<file path="src/rtl/core/ipfd_pkg.sv">
package ipfd_pkg;

  // configuration register file
  localparam int unsigned NUM_CFG = 8;
  localparam int unsigned CFG_IDX_W = 3;
  localparam int unsigned CFG_W = 16;

  localparam logic [CFG_IDX_W-1:0] CFG_HMARK_MIN  = 3'd0;
  localparam logic [CFG_IDX_W-1:0] CFG_HMARK_MAX  = 3'd1;
  localparam logic [CFG_IDX_W-1:0] CFG_HSPACE_MAX = 3'd2;
  localparam logic [CFG_IDX_W-1:0] CFG_BMARK_MIN  = 3'd3;
  localparam logic [CFG_IDX_W-1:0] CFG_BMARK_MAX  = 3'd4;
  localparam logic [CFG_IDX_W-1:0] CFG_BSPACE_MIN = 3'd5;
  localparam logic [CFG_IDX_W-1:0] CFG_BSPACE_MAX = 3'd6;
  localparam logic [CFG_IDX_W-1:0] CFG_ZERO_LIM   = 3'd7;

  localparam logic [CFG_W-1:0] HMARK_MIN_RST  = 16'd8000;
  localparam logic [CFG_W-1:0] HMARK_MAX_RST  = 16'd10000;
  localparam logic [CFG_W-1:0] HSPACE_MAX_RST = 16'd9000;
  localparam logic [CFG_W-1:0] BMARK_MIN_RST  = 16'd360;
  localparam logic [CFG_W-1:0] BMARK_MAX_RST  = 16'd760;
  localparam logic [CFG_W-1:0] BSPACE_MIN_RST = 16'd360;
  localparam logic [CFG_W-1:0] BSPACE_MAX_RST = 16'd1980;
  localparam logic [CFG_W-1:0] ZERO_LIM_RST   = 16'd760;

  localparam logic LEVEL_MARK  = 1'b0;
  localparam logic LEVEL_SPACE = 1'b1;

  typedef enum logic [1:0] {
    PH_IDLE   = 2'd0,
    PH_HSPACE = 2'd1,
    PH_MARK   = 2'd2,
    PH_SPACE  = 2'd3
  } phase_t;

  typedef enum logic [1:0] {
    ST_BUSY   = 2'd0,
    ST_GOOD   = 2'd1,
    ST_TIMING = 2'd2,
    ST_CHECK  = 2'd3
  } status_t;

  typedef struct packed {
    logic [CFG_W-1:0] hmark_min;
    logic [CFG_W-1:0] hmark_max;
    logic [CFG_W-1:0] hspace_max;
    logic [CFG_W-1:0] bmark_min;
    logic [CFG_W-1:0] bmark_max;
    logic [CFG_W-1:0] bspace_min;
    logic [CFG_W-1:0] bspace_max;
    logic [CFG_W-1:0] zero_lim;
  } cfg_t;

  // window checks on one pulse, level folded into every check but bit_zero
  typedef struct packed {
    logic is_mark;
    logic hmark_ok;
    logic hspace_ok;
    logic bmark_ok;
    logic bspace_ok;
    logic bit_zero;
  } pulse_cls_t;

  typedef struct packed {
    status_t     status;
    logic [7:0]  cmd;
    logic [7:0]  addr;
  } frame_res_t;

endpackage

</file>
<file path="src/rtl/core/ipfd_cfg.sv">
module ipfd_cfg
  import ipfd_pkg::*;
(
  input  logic                 clk,
  input  logic                 rst,
  input  logic                 cfg_we,
  input  logic [CFG_IDX_W-1:0] cfg_index,
  input  logic [CFG_W-1:0]     cfg_data,
  output cfg_t                 cfg
);

  always_ff @(posedge clk) begin
    if (rst) begin
      cfg.hmark_min  <= HMARK_MIN_RST;
      cfg.hmark_max  <= HMARK_MAX_RST;
      cfg.hspace_max <= HSPACE_MAX_RST;
      cfg.bmark_min  <= BMARK_MIN_RST;
      cfg.bmark_max  <= BMARK_MAX_RST;
      cfg.bspace_min <= BSPACE_MIN_RST;
      cfg.bspace_max <= BSPACE_MAX_RST;
      cfg.zero_lim   <= ZERO_LIM_RST;
    end else if (cfg_we) begin
      unique case (cfg_index)
        CFG_HMARK_MIN:  cfg.hmark_min  <= cfg_data;
        CFG_HMARK_MAX:  cfg.hmark_max  <= cfg_data;
        CFG_HSPACE_MAX: cfg.hspace_max <= cfg_data;
        CFG_BMARK_MIN:  cfg.bmark_min  <= cfg_data;
        CFG_BMARK_MAX:  cfg.bmark_max  <= cfg_data;
        CFG_BSPACE_MIN: cfg.bspace_min <= cfg_data;
        CFG_BSPACE_MAX: cfg.bspace_max <= cfg_data;
        CFG_ZERO_LIM:   cfg.zero_lim   <= cfg_data;
        default: ;
      endcase
    end
  end

endmodule

</file>
<file path="src/rtl/core/ipfd_classify.sv">
module ipfd_classify
  import ipfd_pkg::*;
(
  input  cfg_t             cfg,
  input  logic             level,
  input  logic [CFG_W-1:0] length,
  output pulse_cls_t       cls
);

  logic is_mark;
  logic is_space;

  assign is_mark  = (level == LEVEL_MARK);
  assign is_space = (level == LEVEL_SPACE);

  // all windows inclusive; the zero band is exclusive on both ends
  always_comb begin
    cls.is_mark   = is_mark;
    cls.hmark_ok  = is_mark && (length >= cfg.hmark_min) && (length <= cfg.hmark_max);
    cls.hspace_ok = is_space && (length <= cfg.hspace_max);
    cls.bmark_ok  = is_mark && (length >= cfg.bmark_min) && (length <= cfg.bmark_max);
    cls.bspace_ok = is_space && (length >= cfg.bspace_min) && (length <= cfg.bspace_max);
    cls.bit_zero  = (length > cfg.bspace_min) && (length < cfg.zero_lim);
  end

endmodule

</file>
<file path="src/rtl/core/ipfd_frame.sv">
module ipfd_frame
  import ipfd_pkg::*;
#(
  parameter int unsigned FRAME_BITS = 32
) (
  input  logic       clk,
  input  logic       rst,
  input  logic       step,
  input  pulse_cls_t cls,
  output frame_res_t res
);

  localparam int unsigned CNT_W  = $clog2(FRAME_BITS + 1);
  localparam int unsigned WORD_W = (FRAME_BITS > 32) ? FRAME_BITS : 32;

  phase_t                phase, phase_next;
  logic [CNT_W-1:0]      count, count_next;
  logic [FRAME_BITS-1:0] shift_word, shift_word_next;

  logic [FRAME_BITS-1:0] shifted;
  logic [WORD_W-1:0]     padded;
  logic                  last_bit;
  logic                  check_ok;

  // newest bit enters at the top, so the first bit ends in bit 0
  assign shifted  = {~cls.bit_zero, shift_word[FRAME_BITS-1:1]};
  assign padded   = WORD_W'(shifted);
  assign last_bit = (count == CNT_W'(FRAME_BITS - 1));
  assign check_ok = (padded[7:0] == ~padded[15:8]) && (padded[23:16] == ~padded[31:24]);

  always_ff @(posedge clk) begin
    if (rst) begin
      phase      <= PH_IDLE;
      count      <= '0;
      shift_word <= '0;
    end else begin
      phase      <= phase_next;
      count      <= count_next;
      shift_word <= shift_word_next;
    end
  end

  // next state
  always_comb begin
    phase_next      = phase;
    count_next      = count;
    shift_word_next = shift_word;
    if (step) begin
      unique case (phase)
        PH_IDLE: begin
          if (cls.hmark_ok) begin
            phase_next      = PH_HSPACE;
            count_next      = '0;
            shift_word_next = '0;
          end
        end
        PH_HSPACE: begin
          if (cls.hspace_ok) begin
            phase_next = PH_MARK;
          end else begin
            phase_next      = PH_IDLE;
            count_next      = '0;
            shift_word_next = '0;
          end
        end
        PH_MARK: begin
          if (cls.bmark_ok) begin
            phase_next = PH_SPACE;
          end else begin
            phase_next      = PH_IDLE;
            count_next      = '0;
            shift_word_next = '0;
          end
        end
        PH_SPACE: begin
          if (cls.bspace_ok && !last_bit) begin
            phase_next      = PH_MARK;
            count_next      = count + 1'b1;
            shift_word_next = shifted;
          end else begin
            phase_next      = PH_IDLE;
            count_next      = '0;
            shift_word_next = '0;
          end
        end
        default: phase_next = PH_IDLE;
      endcase
    end
  end

  // result for the current pulse
  always_comb begin
    res.status = ST_BUSY;
    res.addr   = '0;
    res.cmd    = '0;
    unique case (phase)
      PH_IDLE: begin
        if (cls.is_mark && !cls.hmark_ok) res.status = ST_TIMING;
      end
      PH_HSPACE: begin
        if (!cls.hspace_ok) res.status = ST_TIMING;
      end
      PH_MARK: begin
        if (!cls.bmark_ok) res.status = ST_TIMING;
      end
      PH_SPACE: begin
        if (!cls.bspace_ok) begin
          res.status = ST_TIMING;
        end else if (last_bit) begin
          if (check_ok) begin
            res.status = ST_GOOD;
            res.addr   = padded[7:0];
            res.cmd    = padded[23:16];
          end else begin
            res.status = ST_CHECK;
          end
        end
      end
      default: res.status = ST_BUSY;
    endcase
  end

endmodule

</file>
<file path="src/rtl/core/ir_pulse_frame_decoder.sv">
// ir pulse frame decoder: takes one measured line level per item (level in tuser,
// length in microseconds in tdata) and decodes remote-control frames of a
// header mark, a header space and FRAME_BITS data bits sent lsb first, every
// length checked against a programmable window. every input item gives exactly
// one output item: status 0 while a frame is in progress or the line idles,
// 1 for a good frame (address and command bytes valid), 2 for a timing or
// level error, 3 when address or command fails its complement check. a pulse
// is registered on entry, decoded combinationally from the input register and
// written to an output register, where its result is offered; one item can be
// taken every cycle; only a stalled output holds the input back. the user must
// write the window registers through the cfg port only while no item is in flight
// (the block does not enforce it); they reset to the usual remote-control timings
module ir_pulse_frame_decoder
  import ipfd_pkg::*;
#(
  parameter int unsigned FRAME_BITS = 32
) (
  input  logic                 clk,
  input  logic                 rst,

  // pulse items in
  input  logic                 s_tvalid,
  output logic                 s_tready,
  input  logic [15:0]          s_tdata,   // [15:0] pulse_length
  input  logic                 s_tuser,   // [0] pulse_level

  // frame result items out
  output logic                 m_tvalid,
  input  logic                 m_tready,
  output logic [15:0]          m_tdata,   // [7:0] address_byte, [15:8] command_byte
  output logic [1:0]           m_tuser,   // [1:0] frame_status

  // window register writes
  input  logic                 cfg_we,
  input  logic [CFG_IDX_W-1:0] cfg_index,
  input  logic [CFG_W-1:0]     cfg_data
);

  cfg_t       cfg;
  pulse_cls_t cls;
  frame_res_t res;

  // input register
  logic             in_valid;
  logic             in_level;
  logic [CFG_W-1:0] in_length;

  // the decode stage advances whenever it holds an item and the output register is free or emptying
  logic out_free;
  logic step;

  assign out_free = !m_tvalid || m_tready;
  assign step     = in_valid && out_free;
  assign s_tready = !in_valid || out_free;

  ipfd_cfg u_cfg (
    .clk       (clk),
    .rst       (rst),
    .cfg_we    (cfg_we),
    .cfg_index (cfg_index),
    .cfg_data  (cfg_data),
    .cfg       (cfg)
  );

  always_ff @(posedge clk) begin
    if (rst) begin
      in_valid <= 1'b0;
    end else if (s_tready) begin
      in_valid <= s_tvalid;
    end
  end

  always_ff @(posedge clk) begin
    if (s_tvalid && s_tready) begin
      in_level  <= s_tuser;
      in_length <= s_tdata;
    end
  end

  // window compares on the registered pulse
  ipfd_classify u_classify (
    .cfg    (cfg),
    .level  (in_level),
    .length (in_length),
    .cls    (cls)
  );

  // phase tracking, bit shifting and the end-of-frame check
  ipfd_frame #(
    .FRAME_BITS (FRAME_BITS)
  ) u_frame (
    .clk  (clk),
    .rst  (rst),
    .step (step),
    .cls  (cls),
    .res  (res)
  );

  // output register
  always_ff @(posedge clk) begin
    if (rst) begin
      m_tvalid <= 1'b0;
    end else if (out_free) begin
      m_tvalid <= in_valid;
    end
  end

  always_ff @(posedge clk) begin
    if (step) begin
      m_tdata <= {res.cmd, res.addr};
      m_tuser <= res.status;
    end
  end

endmodule

</file>
<file path="config.mk">
export PLATFORM = sky130hd
export DESIGN_NAME = ir_pulse_frame_decoder
export DESIGN_NICKNAME = d
export VERILOG_FILES = /design/src/rtl/core/ipfd_pkg.sv /design/src/rtl/core/ipfd_cfg.sv /design/src/rtl/core/ipfd_classify.sv /design/src/rtl/core/ipfd_frame.sv /design/src/rtl/core/ir_pulse_frame_decoder.sv
export SDC_FILE = /design/constraint.sdc
export NUM_CORES = 1
export LEC_CHECK = 0
export BUFFER_PORTS_ARGS = -buffer_cell sky130_fd_sc_hd__buf_2
export CAP_MARGIN = 10
export CORE_ASPECT_RATIO = 1.75
export CORE_MARGIN = 2
export CORE_UTILIZATION = 45
export DETAILED_ROUTE_END_ITERATION = 8
export PLACE_DENSITY = 0.7
export SETUP_SLACK_MARGIN = 0.5
export SYNTH_ARGS = -nofsm -noshare
export SYNTH_HDL_FRONTEND = slang
export SYNTH_SLANG_ARGS = --single-unit
export TNS_END_PERCENT = 20
</file>
<file path="constraint.sdc">
create_clock -name clk -period 6.7 [get_ports clk]
set_input_delay 0.335 -clock clk [delete_from_list [all_inputs] [get_ports clk]]
set_output_delay 0.335 -clock clk [all_outputs]
set_load 0.02 [all_outputs]
</file>
==> out/summary.json <==
{
  "synth_seq_cells": {"value": 204},
  "grt_overflow": {"value": 0},
  "path_common_cell": {"value": "sky130_fd_sc_hd__or4_1"},
  "io_buffers": {"value": 60},
  "rsz_0062_raised_after_global_routing": {"value": "no"},
  "post_layout_nonfiller_instances": {"value": 1609},
  "first_global_vias": {"value": 8768},
  "whs": {"value": 10.8, "unit": "ps"},
  "crit_buf_inv": {"value": 1},
  "root_buffer_cell": {"value": "sky130_fd_sc_hd__clkbuf_16"},
  "totalPowerFinal": {"value": 2.69, "unit": "mW"},
  "library_cell_occupying_the_most_area_in_the_post_synthesis_netlist": {"value": "sky130_fd_sc_hd__dfxtp_1"},
  "worst-endpoint-arrival": {"value": 4240, "unit": "ps"},
  "syn_area_per_cell": {"value": 8.52, "unit": "um^2"},
  "syn_to_final_growth": {"value": 11.5, "unit": "%"},
  "pin_count_of_the_biggest_net_entering_global_routing": {"value": 80},
  "synth-edff-count": {"value": 35},
  "fmax": {"value": 0.263, "unit": "GHz"},
  "clkSlewWorstSetupHoldPaths": {"value": 60, "unit": "ps"},
  "post_cts_resized": {"value": 0},
  "tritoncts": {"value": "built"},
  "global_route.usage.total": {"value": 25.0, "unit": "%"},
  "critical_path.top_delay_family": {"value": "simple AND/OR/NAND/NOR gates"},
  "h_tree_depth_reported_by_cts": {"value": 1},
  "totalNegativeSetupSlack": {"value": 0, "unit": "ps"},
  "crit_path_end_kind": {"value": "flip-flop"},
  "timing.setup.critical_path_class": {"value": "flip-flop to flip-flop"},
  "critical_path.max_stage_delay": {"value": 690, "unit": "ps"},
  "synthFlopType": {"value": "sky130_fd_sc_hd__dfxtp_1"},
  "grt_antenna_before_repair": {"value": 2},
  "netlist_area": {"value": 10700, "unit": "um^2"},
  "cp_data_required_time": {"value": 7140, "unit": "ps"},
  "place.gp.congestion": {"value": 1.01},
  "worst_path_max_delay_cell": {"value": "sky130_fd_sc_hd__or4_1"},
  "powerDensity": {"value": 225, "unit": "nW/um^2"},
  "grt.met2_usage": {"value": 44.9, "unit": "%"},
  "die-height": {"value": 208, "unit": "um"},
  "hold_class": {"value": "primary input to flip-flop"},
  "crit_fanout": {"value": 59},
  "core_region_area": {"value": 23300, "unit": "um^2"},
  "vdd.ir_drop.worst": {"value": 0.000194, "unit": "V"},
  "period_needed": {"value": 3800, "unit": "ps"},
  "met1_usage": {"value": 27.0, "unit": "%"},
  "cts-root-to-sink-buffers": {"value": 3},
  "globalRoute.busiestLayer": {"value": "met2"},
  "io-pin-count": {"value": 61},
  "postSynth.asyncResetShare": {"value": 0, "unit": "%"},
  "dpl.hpwl": {"value": 22.8, "unit": "mm"},
  "cap_viol_max_count": {"value": 0},
  "clock-sinks": {"value": 204},
  "synth-seq-area-share": {"value": 41.4, "unit": "%"},
  "timing_hold_violations_final": {"value": 0},
  "routed_via_count": {"value": 8842},
  "worst_skew_pair_later_pin_latency": {"value": 510, "unit": "ps"},
  "wire_length_of_the_first_global_routing_pass": {"value": 48.4, "unit": "mm"},
  "avgRoutedWirePerCell": {"value": 19.2, "unit": "um"},
  "floorplan.die.width": {"value": 121, "unit": "um"},
  "detail_route.first_pass.iterations": {"value": 4},
  "use_met3": {"value": 2.44, "unit": "%"},
  "drv_slew": {"value": 0},
  "nNetsFinal": {"value": 1458},
  "worstPathCellList": {"value": "ha_1 -> nand4_1 -> or4_1 -> nor4_2 -> nor3_1 -> a22oi_2 -> o2111ai_4 -> buf_4 -> or4_1 -> a21oi_1"},
  "final.setup_skew": {"value": 10.8, "unit": "ps"},
  "outcome": {"value": "complete, no violations"},
  "maxSlewHeadroom": {"value": 28.2, "unit": "%"},
  "drive_gt1_share": {"value": 9.13, "unit": "%"},
  "cp-start-kind": {"value": "flip-flop"},
  "synthesis.instances": {"value": 1257},
  "placed_cells": {"value": 1561},
  "synth_top_cells_by_area": {"value": "sky130_fd_sc_hd__dfxtp_1, sky130_fd_sc_hd__ha_1, sky130_fd_sc_hd__edfxtp_1, sky130_fd_sc_hd__nand2_1, sky130_fd_sc_hd__a21oi_1"},
  "initial_core_util": {"value": 45.9, "unit": "%"},
  "drt_drc_violations_left": {"value": 0},
  "netlist-cell-type-count": {"value": 59},
  "finalCritPeriodShare": {"value": 56.7, "unit": "%"},
  "wirelength": {"value": 30.8, "unit": "mm"},
  "pre_cts_slack": {"value": 2920, "unit": "ps"},
  "detail-route-antenna-nets": {"value": 0},
  "syn-num-nets": {"value": 1426},
  "max_slew.worst_pin.slew": {"value": 1050, "unit": "ps"},
  "standard_cell_row_count": {"value": 74},
  "yosys.area.top_type_share": {"value": 31.6, "unit": "%"},
  "setup-violations-final": {"value": 0},
  "area_of_the_die": {"value": 25100, "unit": "um^2"},
  "synth_warnings": {"value": 0},
  "tritoncts.num_buffers": {"value": 20},
  "leakage_power": {"value": 4.89, "unit": "nW"},
  "detailedRoute.firstIterationViolations": {"value": 387},
  "final_setup_slack_of_the_worst_path": {"value": 2900, "unit": "ps"},
  "vias_per_cell": {"value": 5.50}
}
## cell usage in the layout (no fill, tap or decap), drive strengths merged, types with 24 or more instances in the layout
cell type | synthesis | final
clkbuf | 59 | 33
a21oi | 133 | 133
inv | 123 | 124
nor2 | 25 | 25
edfxtp | 35 | 35
nand3 | 35 | 35
ha | 128 | 128
dfxtp | 169 | 169
buf | 11 | 70
nand4 | 24 | 24
nand2 | 276 | 276
o211ai | 51 | 51
## cell type report
type | count | area [um^2]
repair buffers | 80 | 478
well taps | 304 | 380
fillers | 2227 | 11400
multi-input cells | 859 | 5540
clock inverters | 3 | 15.0
diodes | 2 | 5.00
clock buffers | 33 | 621
inverters | 124 | 465
flip-flops and latches | 204 | 4430
## sequential cells by signal, summed over array words and instances, names as in the netlist, 2 cells and up
signal,cells
in_length,16
m_tdata,16
m_tuser,2
u_cfg.cfg,128
u_frame.count,6
u_frame.phase,2
u_frame.shift_word,31
## stage by stage
stage               cell area [um^2]  util (%)
floorplan                      10700         -
finish                         11900      51.2
detailed placement             11200      48.0
global placement               11200      48.0
CTS                            11900      51.1
global route                   11900      51.2
## logic make-up (layout without fill, tap and decap cells)
logic type | after synthesis | in the layout | synth area share [%]
buf+inv | 194 | 240 | 7.19
compound gates | 271 | 271 | 16.0
flops | 204 | 204 | 41.4
fa+ha+maj | 128 | 128 | 15.0
xor+xnor | 16 | 16 | 1.31
simple gates | 430 | 430 | 17.8
mux | 14 | 14 | 1.31
other cells | 0 | 2 | 0
## path summary, 6_finish.rpt
kind / from / to / slack, ps / depth (start not counted)
max: in_length[14] / u_frame.count[4] / 2900 / 10
min: s_tdata[11] / in_length[11] / 10 / 1
max reg2reg: in_length[14] / u_frame.count[4] / 2900 / 10
min reg2reg: u_cfg.cfg[1] / u_cfg.cfg[1] / 450 / 2
## synth_stat cells (5+ instances only)
| cell | number |
|---|---|
| sky130_fd_sc_hd__a21oi_1 | 133 |
| sky130_fd_sc_hd__clkbuf_2 | 14 |
| sky130_fd_sc_hd__nor2_1 | 25 |
| sky130_fd_sc_hd__inv_1 | 123 |
| sky130_fd_sc_hd__o21a_1 | 6 |
| sky130_fd_sc_hd__nor2b_1 | 14 |
| sky130_fd_sc_hd__mux2i_1 | 14 |
| sky130_fd_sc_hd__clkbuf_1 | 45 |
| sky130_fd_sc_hd__nand4_1 | 24 |
| sky130_fd_sc_hd__nand3_1 | 35 |
| sky130_fd_sc_hd__and2_1 | 17 |
| sky130_fd_sc_hd__a21o_1 | 12 |
| sky130_fd_sc_hd__nor4_1 | 7 |
| sky130_fd_sc_hd__nand2b_1 | 7 |
| sky130_fd_sc_hd__nand2_1 | 276 |
| sky130_fd_sc_hd__dfxtp_1 | 169 |
| sky130_fd_sc_hd__edfxtp_1 | 35 |
| sky130_fd_sc_hd__ha_1 | 128 |
| sky130_fd_sc_hd__o21ai_0 | 19 |
| sky130_fd_sc_hd__o31ai_1 | 12 |
| sky130_fd_sc_hd__xor2_1 | 15 |
| sky130_fd_sc_hd__a211oi_1 | 5 |
| sky130_fd_sc_hd__o211ai_1 | 51 |
| sky130_fd_sc_hd__nor3_1 | 7 |
## report_power, final
part | switching (mW) | internal [mW] | total (mW)
combinational | 0.178 | 0.0960 | 0.274
clock | 0.479 | 0.632 | 1.11
sequential | 0.0258 | 1.28 | 1.30
total | 0.683 | 2.01 | 2.69
## what timing repair did
action | CTS | global route
setup buffers | 0 | 0
endpoints found under the hold margin | 10 | 0
hold buffers | 10 | 0
## layer usage
metal | part of all wire, % | vias to the layer above
li1 | - | 4370
met1 | 38 | 4178
met2 | 51 | 204
met3 | 3.3 | 90
met4 | 7.7 | 0
met5 | 0 | -
Power figures use the tool's default switching activity.
